## config.mk

```make
export PLATFORM = sky130hd
export DESIGN_NAME = page_frame_pool_manager
export DESIGN_NICKNAME = d
export VERILOG_FILES = /design/src/sv/pfpm_pkg.sv /design/src/sv/pfpm_ctrl.sv /design/src/sv/pfpm_dp.sv /design/src/sv/page_frame_pool_manager.sv
export VERILOG_INCLUDE_DIRS = /design/src /design/src/sv
export SDC_FILE = /design/constraint.sdc
export NUM_CORES = 2
export LEC_CHECK = 0
export ABC_AREA = 1
export BUFFER_PORTS_ARGS = -buffer_cell sky130_fd_sc_hd__buf_2
export CAP_MARGIN = 10
export CORE_ASPECT_RATIO = 1.1
export CORE_UTILIZATION = 25
export CTS_BUF_LIST = sky130_fd_sc_hd__clkbuf_8
export CTS_CLUSTER_SIZE = 12
export DETAILED_ROUTE_END_ITERATION = 16
export SLEW_MARGIN = 20
export SYNTH_ARGS = -nofsm -noshare
export SYNTH_HDL_FRONTEND = slang
export SYNTH_SLANG_ARGS = --single-unit
```

## constraint.sdc

```tcl
create_clock -name clk -period 6.5 [get_ports clk]
set_input_delay 0.975 -clock clk [delete_from_list [all_inputs] [get_ports clk]]
set_output_delay 0.975 -clock clk [all_outputs]
set_load 0.02 [all_outputs]
```

## src/sv/page_frame_pool_manager_assert.svh

```systemverilog
// assertion macros shared by the pool manager modules
`ifndef PAGE_FRAME_POOL_MANAGER_ASSERT_SVH
`define PAGE_FRAME_POOL_MANAGER_ASSERT_SVH

// a condition that must hold at every clock edge outside reset
`define PFPM_ASSERT_ALWAYS(label, cond, msg) \
    label: assert property (@(posedge clk) disable iff (!rst_n) (cond)) \
        else $error(msg);

// an antecedent that implies a consequent in the next cycle
`define PFPM_ASSERT_NEXT(label, ante, cons, msg) \
    label: assert property (@(posedge clk) disable iff (!rst_n) (ante) |=> (cons)) \
        else $error(msg);

`endif

```

## src/sv/pfpm_pkg.sv

```systemverilog
// ----------------------------------------------------------------------------
// pfpm_pkg
// shared types and command codes of the page frame pool manager
// ----------------------------------------------------------------------------
`default_nettype none

package pfpm_pkg;

    localparam int PAGE_W = 31;
    localparam int FRAME_W = 6;
    localparam int CMD_W = 3;

    localparam logic [CMD_W-1:0] CMD_FETCH = 3'd0;
    localparam logic [CMD_W-1:0] CMD_NEW = 3'd1;
    localparam logic [CMD_W-1:0] CMD_UNPIN = 3'd2;
    localparam logic [CMD_W-1:0] CMD_DELETE = 3'd3;
    localparam logic [CMD_W-1:0] CMD_FLUSH = 3'd4;
    localparam logic [CMD_W-1:0] CMD_FLUSH_ALL = 3'd5;

    localparam logic CFG_INSTANCE_COUNT = 1'b0;
    localparam logic CFG_INSTANCE_NUMBER = 1'b1;

    // commands from controller to datapath
    typedef struct packed {
        logic latch;     // capture request
        logic lookup;    // register page lookup and victim search
        logic execute;   // apply the request, emit result
        logic scan_step; // emit one flush-all result at scan position
        logic scan_init; // reset scan position
    } pfpm_cmd_t;

    // status from datapath to controller
    typedef struct packed {
        logic is_flush_all;
        logic scan_done;
    } pfpm_stat_t;

endpackage

`default_nettype wire

```

## src/sv/pfpm_ctrl.sv

```systemverilog
// ----------------------------------------------------------------------------
// pfpm_ctrl
// sequencer of the pool manager: accept, lookup, execute or flush-all scan
// ----------------------------------------------------------------------------
`default_nettype none

module pfpm_ctrl (
    input  wire logic             clk,
    input  wire logic             rst_n,
    input  wire logic             start,
    output logic                  busy,
    output pfpm_pkg::pfpm_cmd_t   cmd,
    input  pfpm_pkg::pfpm_stat_t  stat
);

    typedef enum logic [1:0] {
        S_IDLE,
        S_LOOKUP,
        S_EXEC,
        S_SCAN
    } state_t;

    state_t state_reg;
    state_t state_next;

    always_comb
    begin
        state_next = state_reg;
        cmd = '0;
        case (state_reg)
            S_IDLE:
            begin
                if (start)
                begin
                    cmd.latch = 1'b1;
                    state_next = S_LOOKUP;
                end
            end
            S_LOOKUP:
            begin
                cmd.lookup = 1'b1;
                cmd.scan_init = 1'b1;
                state_next = stat.is_flush_all ? S_SCAN : S_EXEC;
            end
            S_EXEC:
            begin
                cmd.execute = 1'b1;
                state_next = S_IDLE;
            end
            S_SCAN:
            begin
                cmd.scan_step = 1'b1;
                if (stat.scan_done)
                begin
                    state_next = S_IDLE;
                end
            end
            default:
            begin
                state_next = S_IDLE;
            end
        endcase
    end

    always_ff @(posedge clk or negedge rst_n)
    begin
        if (!rst_n)
        begin
            state_reg <= S_IDLE;
        end
        else
        begin
            state_reg <= state_next;
        end
    end

    assign busy = (state_reg != S_IDLE);

    `include "page_frame_pool_manager_assert.svh"

    `PFPM_ASSERT_NEXT(a_accept_busy, start && !busy, busy, "accept did not go busy")
    `PFPM_ASSERT_ALWAYS(a_one_phase, $onehot0({cmd.latch, cmd.execute, cmd.scan_step}),
        "more than one phase active")
    `PFPM_ASSERT_NEXT(a_exec_idle, cmd.execute, !busy, "execute not followed by idle")

endmodule

`default_nettype wire

```

## src/sv/pfpm_dp.sv

```systemverilog
// ----------------------------------------------------------------------------
// pfpm_dp
// frame table, free queue, lru ranks and result register of the pool manager
// ----------------------------------------------------------------------------
`default_nettype none

module pfpm_dp #(
    parameter int FRAME_COUNT = 16,
    parameter int PIN_BITS = 16
) (
    input  wire logic                          clk,
    input  wire logic                          rst_n,
    input  pfpm_pkg::pfpm_cmd_t                cmd,
    output pfpm_pkg::pfpm_stat_t               stat,
    input  wire logic                          cfg_write,
    input  wire logic                          cfg_index,
    input  wire logic [10:0]                   cfg_data,
    input  wire logic [pfpm_pkg::CMD_W-1:0]    command,
    input  wire logic [pfpm_pkg::PAGE_W-1:0]   page_number,
    input  wire logic                          mark_dirty,
    output logic                               done,
    output logic                               success,
    output logic [pfpm_pkg::FRAME_W-1:0]       frame_index,
    output logic [pfpm_pkg::PAGE_W-1:0]        result_page,
    output logic                               write_back,
    output logic [pfpm_pkg::PAGE_W-1:0]        write_back_page,
    output logic                               load_from_disk,
    output logic                               clear_frame,
    output logic                               last
);

    localparam int FI_W = (FRAME_COUNT > 1) ? $clog2(FRAME_COUNT) : 1;
    localparam int CNT_W = $clog2(FRAME_COUNT + 1);
    localparam int AGE_W = CNT_W;
    localparam int PW = pfpm_pkg::PAGE_W;
    localparam int FW = pfpm_pkg::FRAME_W;
    localparam logic [PIN_BITS-1:0] PIN_MAX = '1;

    logic [PW-1:0]       page_reg [FRAME_COUNT];
    logic [FRAME_COUNT-1:0] valid_reg;
    logic [FRAME_COUNT-1:0] dirty_reg;
    logic [PIN_BITS-1:0] pins_reg [FRAME_COUNT];
    logic [AGE_W-1:0]    age_reg [FRAME_COUNT];
    logic [FRAME_COUNT-1:0] member_reg;
    logic [FI_W-1:0]     fq_reg [FRAME_COUNT];
    logic [FI_W-1:0]     fq_head_reg;
    logic [CNT_W-1:0]    fq_count_reg;
    logic [PW-1:0]       next_id_reg;
    logic [10:0]         inst_count_reg;

    logic [pfpm_pkg::CMD_W-1:0] op_reg;
    logic [PW-1:0]       pg_reg;
    logic                md_reg;
    logic                hit_reg;
    logic [FI_W-1:0]     hit_idx_reg;
    logic                vic_ok_reg;
    logic [FI_W-1:0]     vic_idx_reg;
    logic [FI_W-1:0]     scan_reg;

    // result register
    logic                done_reg;
    logic                ok_reg;
    logic [FW-1:0]       fi_reg;
    logic [PW-1:0]       rp_reg;
    logic                wb_reg;
    logic [PW-1:0]       wbp_reg;
    logic                ld_reg;
    logic                clr_reg;
    logic                last_reg;

    // lookup compares (lowest index wins) and victim search
    logic                hit_c;
    logic [FI_W-1:0]     hit_idx_c;
    logic                vic_ok_c;
    logic [FI_W-1:0]     vic_idx_c;

    always_comb
    begin
        hit_c = 1'b0;
        hit_idx_c = '0;
        vic_ok_c = 1'b0;
        vic_idx_c = '0;
        for (int i = FRAME_COUNT - 1; i >= 0; i--)
        begin
            if (valid_reg[i] && page_reg[i] == pg_reg)
            begin
                hit_c = 1'b1;
                hit_idx_c = FI_W'(i);
            end
            if (member_reg[i] && age_reg[i] == '0)
            begin
                vic_ok_c = 1'b1;
                vic_idx_c = FI_W'(i);
            end
        end
    end

    // remaining valid frames above the scan position
    logic                more_c;
    always_comb
    begin
        more_c = 1'b0;
        for (int i = 0; i < FRAME_COUNT; i++)
        begin
            if (valid_reg[i] && FI_W'(i) > scan_reg)
            begin
                more_c = 1'b1;
            end
        end
    end

    logic any_valid_c;
    assign any_valid_c = |valid_reg;
    logic scan_at_end;
    assign scan_at_end = !more_c;
    assign stat.is_flush_all = (op_reg == pfpm_pkg::CMD_FLUSH_ALL);
    assign stat.scan_done = scan_at_end;

    // derived execute decisions
    logic          is_alloc;
    logic          use_free;
    logic          grab_ok;
    logic [FI_W-1:0] grab_idx;
    logic [FI_W-1:0] fq_head_next_c;
    logic [PW-1:0]   alloc_page;

    assign is_alloc = (op_reg == pfpm_pkg::CMD_NEW) ||
                      (op_reg == pfpm_pkg::CMD_FETCH && !hit_reg);
    assign use_free = (fq_count_reg != '0);
    assign grab_ok = use_free || vic_ok_reg;
    assign grab_idx = use_free ? fq_reg[fq_head_reg] : vic_idx_reg;
    assign fq_head_next_c = (fq_head_reg == FI_W'(FRAME_COUNT - 1)) ? '0 : fq_head_reg + 1'b1;
    assign alloc_page = (op_reg == pfpm_pkg::CMD_NEW) ? next_id_reg : pg_reg;

    // lru removal of frame f: members newer than f (higher rank) step down
    function automatic logic [AGE_W-1:0] age_after_take(
        input logic [AGE_W-1:0] a, input logic m, input logic [AGE_W-1:0] af);
        age_after_take = (m && a > af) ? a - 1'b1 : a;
    endfunction

    logic [CNT_W-1:0] member_cnt_c;
    always_comb
    begin
        member_cnt_c = '0;
        for (int i = 0; i < FRAME_COUNT; i++)
        begin
            member_cnt_c = member_cnt_c + CNT_W'(member_reg[i]);
        end
    end

    logic [FI_W-1:0] fq_tail_c;
    logic [FI_W:0]   tail_sum_c;
    assign tail_sum_c = {1'b0, fq_head_reg} + (FI_W+1)'(fq_count_reg);
    assign fq_tail_c = (tail_sum_c >= (FI_W+1)'(FRAME_COUNT)) ?
                       FI_W'(tail_sum_c - (FI_W+1)'(FRAME_COUNT)) : FI_W'(tail_sum_c);

    always_ff @(posedge clk or negedge rst_n)
    begin
        if (!rst_n)
        begin
            valid_reg <= '0;
            dirty_reg <= '0;
            member_reg <= '0;
            fq_head_reg <= '0;
            fq_count_reg <= CNT_W'(FRAME_COUNT);
            next_id_reg <= '0;
            inst_count_reg <= 11'd1;
            done_reg <= 1'b0;
            ok_reg <= 1'b0;
            fi_reg <= '0;
            rp_reg <= '0;
            wb_reg <= 1'b0;
            wbp_reg <= '0;
            ld_reg <= 1'b0;
            clr_reg <= 1'b0;
            last_reg <= 1'b0;
            for (int i = 0; i < FRAME_COUNT; i++)
            begin
                page_reg[i] <= '0;
                pins_reg[i] <= '0;
                age_reg[i] <= '0;
                fq_reg[i] <= FI_W'(i);
            end
        end
        else
        begin
            done_reg <= 1'b0;
            if (cfg_write)
            begin
                if (cfg_index == pfpm_pkg::CFG_INSTANCE_COUNT)
                begin
                    inst_count_reg <= cfg_data;
                end
                else
                begin
                    next_id_reg <= PW'(cfg_data[9:0]);
                end
            end
            if (cmd.execute)
            begin
                done_reg <= 1'b1;
                ok_reg <= 1'b0;
                fi_reg <= '0;
                rp_reg <= '0;
                wb_reg <= 1'b0;
                wbp_reg <= '0;
                ld_reg <= 1'b0;
                clr_reg <= 1'b0;
                last_reg <= 1'b1;
                if (op_reg == pfpm_pkg::CMD_NEW)
                begin
                    next_id_reg <= next_id_reg + PW'(inst_count_reg);
                end
                if (is_alloc)
                begin
                    if (grab_ok)
                    begin
                        ok_reg <= 1'b1;
                        fi_reg <= FW'(grab_idx);
                        rp_reg <= alloc_page;
                        ld_reg <= (op_reg == pfpm_pkg::CMD_FETCH);
                        clr_reg <= (op_reg == pfpm_pkg::CMD_NEW);
                        page_reg[grab_idx] <= alloc_page;
                        valid_reg[grab_idx] <= 1'b1;
                        dirty_reg[grab_idx] <= 1'b0;
                        pins_reg[grab_idx] <= PIN_BITS'(1);
                        if (use_free)
                        begin
                            fq_head_reg <= fq_head_next_c;
                            fq_count_reg <= fq_count_reg - 1'b1;
                        end
                        else
                        begin
                            wb_reg <= dirty_reg[vic_idx_reg];
                            wbp_reg <= dirty_reg[vic_idx_reg] ? page_reg[vic_idx_reg] : '0;
                            for (int i = 0; i < FRAME_COUNT; i++)
                            begin
                                age_reg[i] <= age_after_take(age_reg[i], member_reg[i],
                                                             age_reg[vic_idx_reg]);
                            end
                            member_reg[vic_idx_reg] <= 1'b0;
                            age_reg[vic_idx_reg] <= '0;
                        end
                    end
                end
                else
                begin
                    case (op_reg)
                        pfpm_pkg::CMD_FETCH:
                        begin
                            ok_reg <= 1'b1;
                            fi_reg <= FW'(hit_idx_reg);
                            rp_reg <= pg_reg;
                            if (pins_reg[hit_idx_reg] != PIN_MAX)
                            begin
                                pins_reg[hit_idx_reg] <= pins_reg[hit_idx_reg] + 1'b1;
                            end
                            if (member_reg[hit_idx_reg])
                            begin
                                for (int i = 0; i < FRAME_COUNT; i++)
                                begin
                                    age_reg[i] <= age_after_take(age_reg[i], member_reg[i],
                                                                 age_reg[hit_idx_reg]);
                                end
                                member_reg[hit_idx_reg] <= 1'b0;
                                age_reg[hit_idx_reg] <= '0;
                            end
                        end
                        pfpm_pkg::CMD_UNPIN:
                        begin
                            if (hit_reg)
                            begin
                                fi_reg <= FW'(hit_idx_reg);
                                rp_reg <= pg_reg;
                                if (md_reg)
                                begin
                                    dirty_reg[hit_idx_reg] <= 1'b1;
                                end
                                if (pins_reg[hit_idx_reg] != '0)
                                begin
                                    ok_reg <= 1'b1;
                                    pins_reg[hit_idx_reg] <= pins_reg[hit_idx_reg] - 1'b1;
                                    if (pins_reg[hit_idx_reg] == PIN_BITS'(1) &&
                                        !member_reg[hit_idx_reg])
                                    begin
                                        member_reg[hit_idx_reg] <= 1'b1;
                                        age_reg[hit_idx_reg] <= member_cnt_c;
                                    end
                                end
                            end
                        end
                        pfpm_pkg::CMD_DELETE:
                        begin
                            if (!hit_reg)
                            begin
                                ok_reg <= 1'b1;
                            end
                            else if (pins_reg[hit_idx_reg] != '0)
                            begin
                                fi_reg <= FW'(hit_idx_reg);
                                rp_reg <= pg_reg;
                            end
                            else
                            begin
                                ok_reg <= 1'b1;
                                fi_reg <= FW'(hit_idx_reg);
                                wb_reg <= dirty_reg[hit_idx_reg];
                                wbp_reg <= dirty_reg[hit_idx_reg] ? pg_reg : '0;
                                clr_reg <= 1'b1;
                                valid_reg[hit_idx_reg] <= 1'b0;
                                dirty_reg[hit_idx_reg] <= 1'b0;
                                page_reg[hit_idx_reg] <= '0;
                                if (member_reg[hit_idx_reg])
                                begin
                                    for (int i = 0; i < FRAME_COUNT; i++)
                                    begin
                                        age_reg[i] <= age_after_take(age_reg[i],
                                            member_reg[i], age_reg[hit_idx_reg]);
                                    end
                                    member_reg[hit_idx_reg] <= 1'b0;
                                    age_reg[hit_idx_reg] <= '0;
                                end
                                if (fq_count_reg != CNT_W'(FRAME_COUNT))
                                begin
                                    fq_reg[fq_tail_c] <= hit_idx_reg;
                                    fq_count_reg <= fq_count_reg + 1'b1;
                                end
                            end
                        end
                        pfpm_pkg::CMD_FLUSH:
                        begin
                            if (hit_reg)
                            begin
                                ok_reg <= 1'b1;
                                fi_reg <= FW'(hit_idx_reg);
                                rp_reg <= pg_reg;
                                wb_reg <= 1'b1;
                                wbp_reg <= pg_reg;
                                dirty_reg[hit_idx_reg] <= 1'b0;
                            end
                        end
                        default:
                        begin
                            ok_reg <= 1'b0;
                        end
                    endcase
                end
            end
            if (cmd.scan_step)
            begin
                // one valid frame per step; an empty pool gives a single failure
                if (valid_reg[scan_reg])
                begin
                    done_reg <= 1'b1;
                    ok_reg <= 1'b1;
                    fi_reg <= FW'(scan_reg);
                    rp_reg <= page_reg[scan_reg];
                    wb_reg <= 1'b1;
                    wbp_reg <= page_reg[scan_reg];
                    ld_reg <= 1'b0;
                    clr_reg <= 1'b0;
                    last_reg <= scan_at_end;
                    dirty_reg[scan_reg] <= 1'b0;
                end
                else if (scan_at_end && !any_valid_c)
                begin
                    done_reg <= 1'b1;
                    ok_reg <= 1'b0;
                    fi_reg <= '0;
                    rp_reg <= '0;
                    wb_reg <= 1'b0;
                    wbp_reg <= '0;
                    ld_reg <= 1'b0;
                    clr_reg <= 1'b0;
                    last_reg <= 1'b1;
                end
            end
        end
    end

    // request capture, lookup and scan position
    always_ff @(posedge clk)
    begin
        if (cmd.latch)
        begin
            op_reg <= command;
            pg_reg <= page_number;
            md_reg <= mark_dirty;
        end
        if (cmd.lookup)
        begin
            hit_reg <= hit_c;
            hit_idx_reg <= hit_idx_c;
            vic_ok_reg <= vic_ok_c;
            vic_idx_reg <= vic_idx_c;
        end
        if (cmd.scan_init)
        begin
            scan_reg <= '0;
        end
        else if (cmd.scan_step)
        begin
            scan_reg <= scan_reg + 1'b1;
        end
    end

    assign done = done_reg;
    assign success = ok_reg;
    assign frame_index = fi_reg;
    assign result_page = rp_reg;
    assign write_back = wb_reg;
    assign write_back_page = wbp_reg;
    assign load_from_disk = ld_reg;
    assign clear_frame = clr_reg;
    assign last = last_reg;

    `include "page_frame_pool_manager_assert.svh"

    `PFPM_ASSERT_ALWAYS(a_fq_bound, fq_count_reg <= CNT_W'(FRAME_COUNT),
        "free queue count out of range")
    `PFPM_ASSERT_ALWAYS(a_member_valid, (member_reg & ~valid_reg) == '0,
        "lru member on an unmapped frame")
    `PFPM_ASSERT_NEXT(a_exec_done, cmd.execute, done, "execute gave no result")

endmodule

`default_nettype wire

```

## src/sv/page_frame_pool_manager.sv

```systemverilog
// ----------------------------------------------------------------------------
// page_frame_pool_manager
// buffer pool manager with free queue and lru replacement over page frames
// ----------------------------------------------------------------------------
// A request is taken when start is high and busy is low. Single-result
// commands pass through capture, lookup (all frames compared in parallel,
// lru victim found at once) and execute; the result shows in the cycle after
// execute with done high for one cycle, and busy drops as it appears. Flush-all
// walks the frame table one frame per cycle up to the highest mapped frame
// and gives one result per mapped frame, last marking the final one (a single
// failure result with an empty pool).
// The receiver cannot stall: every done pulse must be taken when it shows.
// Configuration writes are taken at any time but belong in idle periods.
`default_nettype none

module page_frame_pool_manager #(
    parameter int FRAME_COUNT = 16,
    parameter int PIN_BITS = 16
) (
    input  wire logic                          clk,
    input  wire logic                          rst_n,
    // request port
    input  wire logic                          start,
    output logic                               busy,
    input  wire logic [pfpm_pkg::CMD_W-1:0]    command,
    input  wire logic [pfpm_pkg::PAGE_W-1:0]   page_number,
    input  wire logic                          mark_dirty,
    // configuration write port
    input  wire logic                          cfg_we,
    input  wire logic                          cfg_index,
    input  wire logic [10:0]                   cfg_data,
    // result port
    output logic                               done,
    output logic                               success,
    output logic [pfpm_pkg::FRAME_W-1:0]       frame_index,
    output logic [pfpm_pkg::PAGE_W-1:0]        result_page,
    output logic                               write_back,
    output logic [pfpm_pkg::PAGE_W-1:0]        write_back_page,
    output logic                               load_from_disk,
    output logic                               clear_frame,
    output logic                               last
);

    pfpm_pkg::pfpm_cmd_t  cmd;
    pfpm_pkg::pfpm_stat_t stat;

    // sequencer
    pfpm_ctrl u_ctrl (
        .clk   (clk),
        .rst_n (rst_n),
        .start (start),
        .busy  (busy),
        .cmd   (cmd),
        .stat  (stat)
    );

    // frame tables and result register
    pfpm_dp #(
        .FRAME_COUNT (FRAME_COUNT),
        .PIN_BITS    (PIN_BITS)
    ) u_dp (
        .clk             (clk),
        .rst_n           (rst_n),
        .cmd             (cmd),
        .stat            (stat),
        .cfg_write       (cfg_we),
        .cfg_index       (cfg_index),
        .cfg_data        (cfg_data),
        .command         (command),
        .page_number     (page_number),
        .mark_dirty      (mark_dirty),
        .done            (done),
        .success         (success),
        .frame_index     (frame_index),
        .result_page     (result_page),
        .write_back      (write_back),
        .write_back_page (write_back_page),
        .load_from_disk  (load_from_disk),
        .clear_frame     (clear_frame),
        .last            (last)
    );

endmodule

`default_nettype wire

```

==> results.json <==
{
  "vias": 87400,
  "powerDensity_mw_per_mm2": 363,
  "grt_pass1_wl_um": 619000,
  "outcome": "finished, final reports clean",
  "synth_fa_ha_area_frac": 0.0380,
  "utilization": 0.285,
  "synth_xor_area_frac": 0.0218,
  "synth.area.top_cells": "dfrtp_1 34%, nand2_1 16%, o21ai_0 6.6%",
  "peakVddDrop_uv": 301,
  "slew_headroom": 0.103,
  "detail_route.vias_per_cell": 5.75,
  "seq_area_frac_synth": 0.370,
  "layout_commonest_cell": "nand2_1",
  "p_seq_frac": 0.306,
  "dp_cells": 14800,
  "synth_top_area_frac": 0.340,
  "synth_area_leader_cell": "dfrtp_1",
  "min_path_type": "primary input to register",
  "core_mm2": 0.303,
  "wire_per_inst_um": 29.2,
  "firstDrtPassIters": 9,
  "detail_route.iter0.violations": 14100,
  "p_leak_uw": 0.0395,
  "synth_compound_area_frac": 0.229,
  "path_class": "register to register",
  "finClkSkew_ns": 0.100,
  "die_h_um": 582,
  "synth-simple-area-share": 0.252,
  "die_w_um": 529,
  "synthMuxAreaShare": 0.00118,
  "synthFlopType": "dfrtp_1",
  "fin_crit_sh": 0.831,
  "start_kind": "register",
  "grtUsageTotal": 0.278,
  "tightest_slew_ns": 1.34,
  "cts_max_level": 4,
  "die-area_mm2": 0.308,
  "hpwl_um": 317000,
  "cts.root.buffer_cell": "clkbuf_8",
  "fin_hold_ws_ns": 0.113,
  "largest_reg_flops": 496,
  "ys_ff_latch": 1120,
  "final_cell_mix": "3297 x nand2_1, 1079 x inv_1, 1037 x dfrtp_1",
  "cts.sinks": 1120,
  "pwr-share-clk": 0.241,
  "clk_pin_slew_ns": 0.06,
  "nets": 11200,
  "avgSynthCellArea_um2": 6.96,
  "io_pins": 126,
  "intPower_uw": 15400,
  "reg2reg_setup_slack_ns": 1.10,
  "layout-drive-gt1-share": 0.0831,
  "p_total_uw": 31400,
  "setup_viol": 0,
  "comb_power_share": 0.453,
  "worst-path-max-fanout": 31,
  "portBuffers": 125,
  "async_flop_share": 0.956,
  "p_sw_uw": 16000,
  "route.detailed.drc": 0,
  "ant_nets": 0,
  "cp.required_ns": 7.44,
  "finalHoldViolations": 0,
  "synth-edff-count": 45,
  "first_global_vias": 80700,
  "drv_slew": 0,
  "synth_top_family_by_area": "simple AND/OR/NAND/NOR gates",
  "final-instance-count-excl-fill": 15200,
  "antenna_found_initial": 55,
  "synth.distinct_cells": 73,
  "insertion_delay_ns": 1.07,
  "cts-buffers-inserted": 211,
  "switching_share": 0.511,
  "clockBufferDepth": 4,
  "period_minus_slack_ns": 5.40,
  "grt_max_degree": 172,
  "cts_tree": "yes",
  "grt-ovfl-total": 0,
  "postCtsResizedCells": 0,
  "syn-num-nets": 11200,
  "place.gp.congestion": 1.10,
  "critPathCaptureType": "register",
  "fp-row-count": 212,
  "cap_viol_max_count": 0,
  "start_util": 0.252,
  "synthCells": 11000,
  "rsz0062_at_grt": "no",
  "arrival_ns": 6.34,
  "area_growth_pct": 13.4,
  "syn_area_mm2": 0.0763,
  "fmaxAchievable_mhz": 185,
  "tns_ns": 0,
  "wirelength_um": 444000,
  "yosys_warnings": 0
}
## cells by family after synthesis
group	after synthesis
flip-flops	1120
buffers and inverters	1709
XOR/XNOR	188
AND/OR/NAND/NOR	4725
adder cells (fa/ha/maj)	224
AO/OA/AOI/OAI	2990
multiplexers	8
## power groups by stage
stage / combinational [µW] / sequential (µW) / clock (µW)
after detailed placement: 13300 / 9650 / 0
after floorplan: 7210 / 9210 / 0
after global routing: 14600 / 9690 / 7880
final: 14200 / 9620 / 7570
after CTS: 13300 / 9530 / 7610
after global placement: 13200 / 9630 / 0
## synth_stat cells, types with 11 or more instances
library cell / n
nor3_1: 59
edfxtp_1: 45
ha_1: 211
o21ai_0: 1003
nor4_1: 47
o31ai_1: 13
o221ai_1: 116
xnor2_1: 83
dfstp_2: 34
a221oi_1: 27
nand3_1: 404
o2111ai_1: 27
inv_1: 1022
clkinv_1: 24
nand2_1: 3301
inv_2: 17
o22ai_1: 688
dfrtp_1: 1037
a41oi_1: 11
o211ai_1: 68
a211o_1: 13
a31oi_1: 17
nor2_1: 670
buf_2: 111
nand4_1: 155
a22oi_1: 192
xor2_1: 103
fa_1: 13
o41ai_1: 19
buf_1: 73
nor2_2: 22
a21oi_1: 693
clkbuf_1: 438
o21ai_1: 62
buf_6: 15
nor2_4: 14
## worst paths after layout
kind,startpoint,cells after the start,end
setup reg to reg,u_dp.vic_idx_reg[1],17,u_dp.age_reg[1]
setup / recovery,u_dp.vic_idx_reg[1],17,u_dp.age_reg[1]
hold / removal,command[0],1,u_dp.op_reg[0]
max in group asynchronous,rst_n,4,u_dp.age_reg[29]
min in group asynchronous,rst_n,2,u_dp.pins_reg[142]
hold reg to reg,u_dp.fq_reg[46],2,u_dp.fq_reg[46]
## routing by layer
metal | up-vias | wire length [µm] | track usage
li1 | 37200 | - | -
met1 | 41900 | 169000 | 0.355
met2 | 6607 | 181000 | 0.399
met3 | 1617 | 59400 | 0.0934
met4 | 42 | 34600 | 0.177
met5 | - | 274 | 0.000941
## worst max-delay path, stage by stage (launching register included)
cell	delay, ns
edfxtp_1	0.85
nor2_4	0.28
inv_4	0.46
o22ai_1	0.13
o21ai_0	0.69
nand2_1	0.22
a221oi_4	0.73
buf_4	0.40
ha_1	0.28
nand4_1	0.11
o221ai_1	0.11
nand2_1	0.10
clkinv_1	0.22
o21ai_0	0.25
a21oi_1	0.06
a311o_1	0.28
nand3_1	0.08
nand2_1	0.06
## timing repair
action / in CTS / in global routing
hold buffers: 1 / 0
endpoints found under the hold margin: 49 / 0
buffers inserted: 0 / 0
## cell type report
cell class	instances	area (µm²)
inverter	1063	4010
antenna	19	47.5
tap	4066	5090
clock inverter	106	677
fill	33600	217000
sequential	1120	28300
multi-input combinational	8135	41700
timing repair buffer	432	3150
clock buffer	263	3620
## metrics by stage
| step | setup WS, ns | cell area, µm² |
|---|---|---|
| after floorplan | 1.72 | 76300 |
| after global placement | 1.35 | 82100 |
| after detailed placement | 1.37 | 82100 |
| after CTS | 1.38 | 86400 |
| after global routing | 0.942 | 86600 |
| final | 1.10 | 86600 |
(Power assumes the default switching activity.)
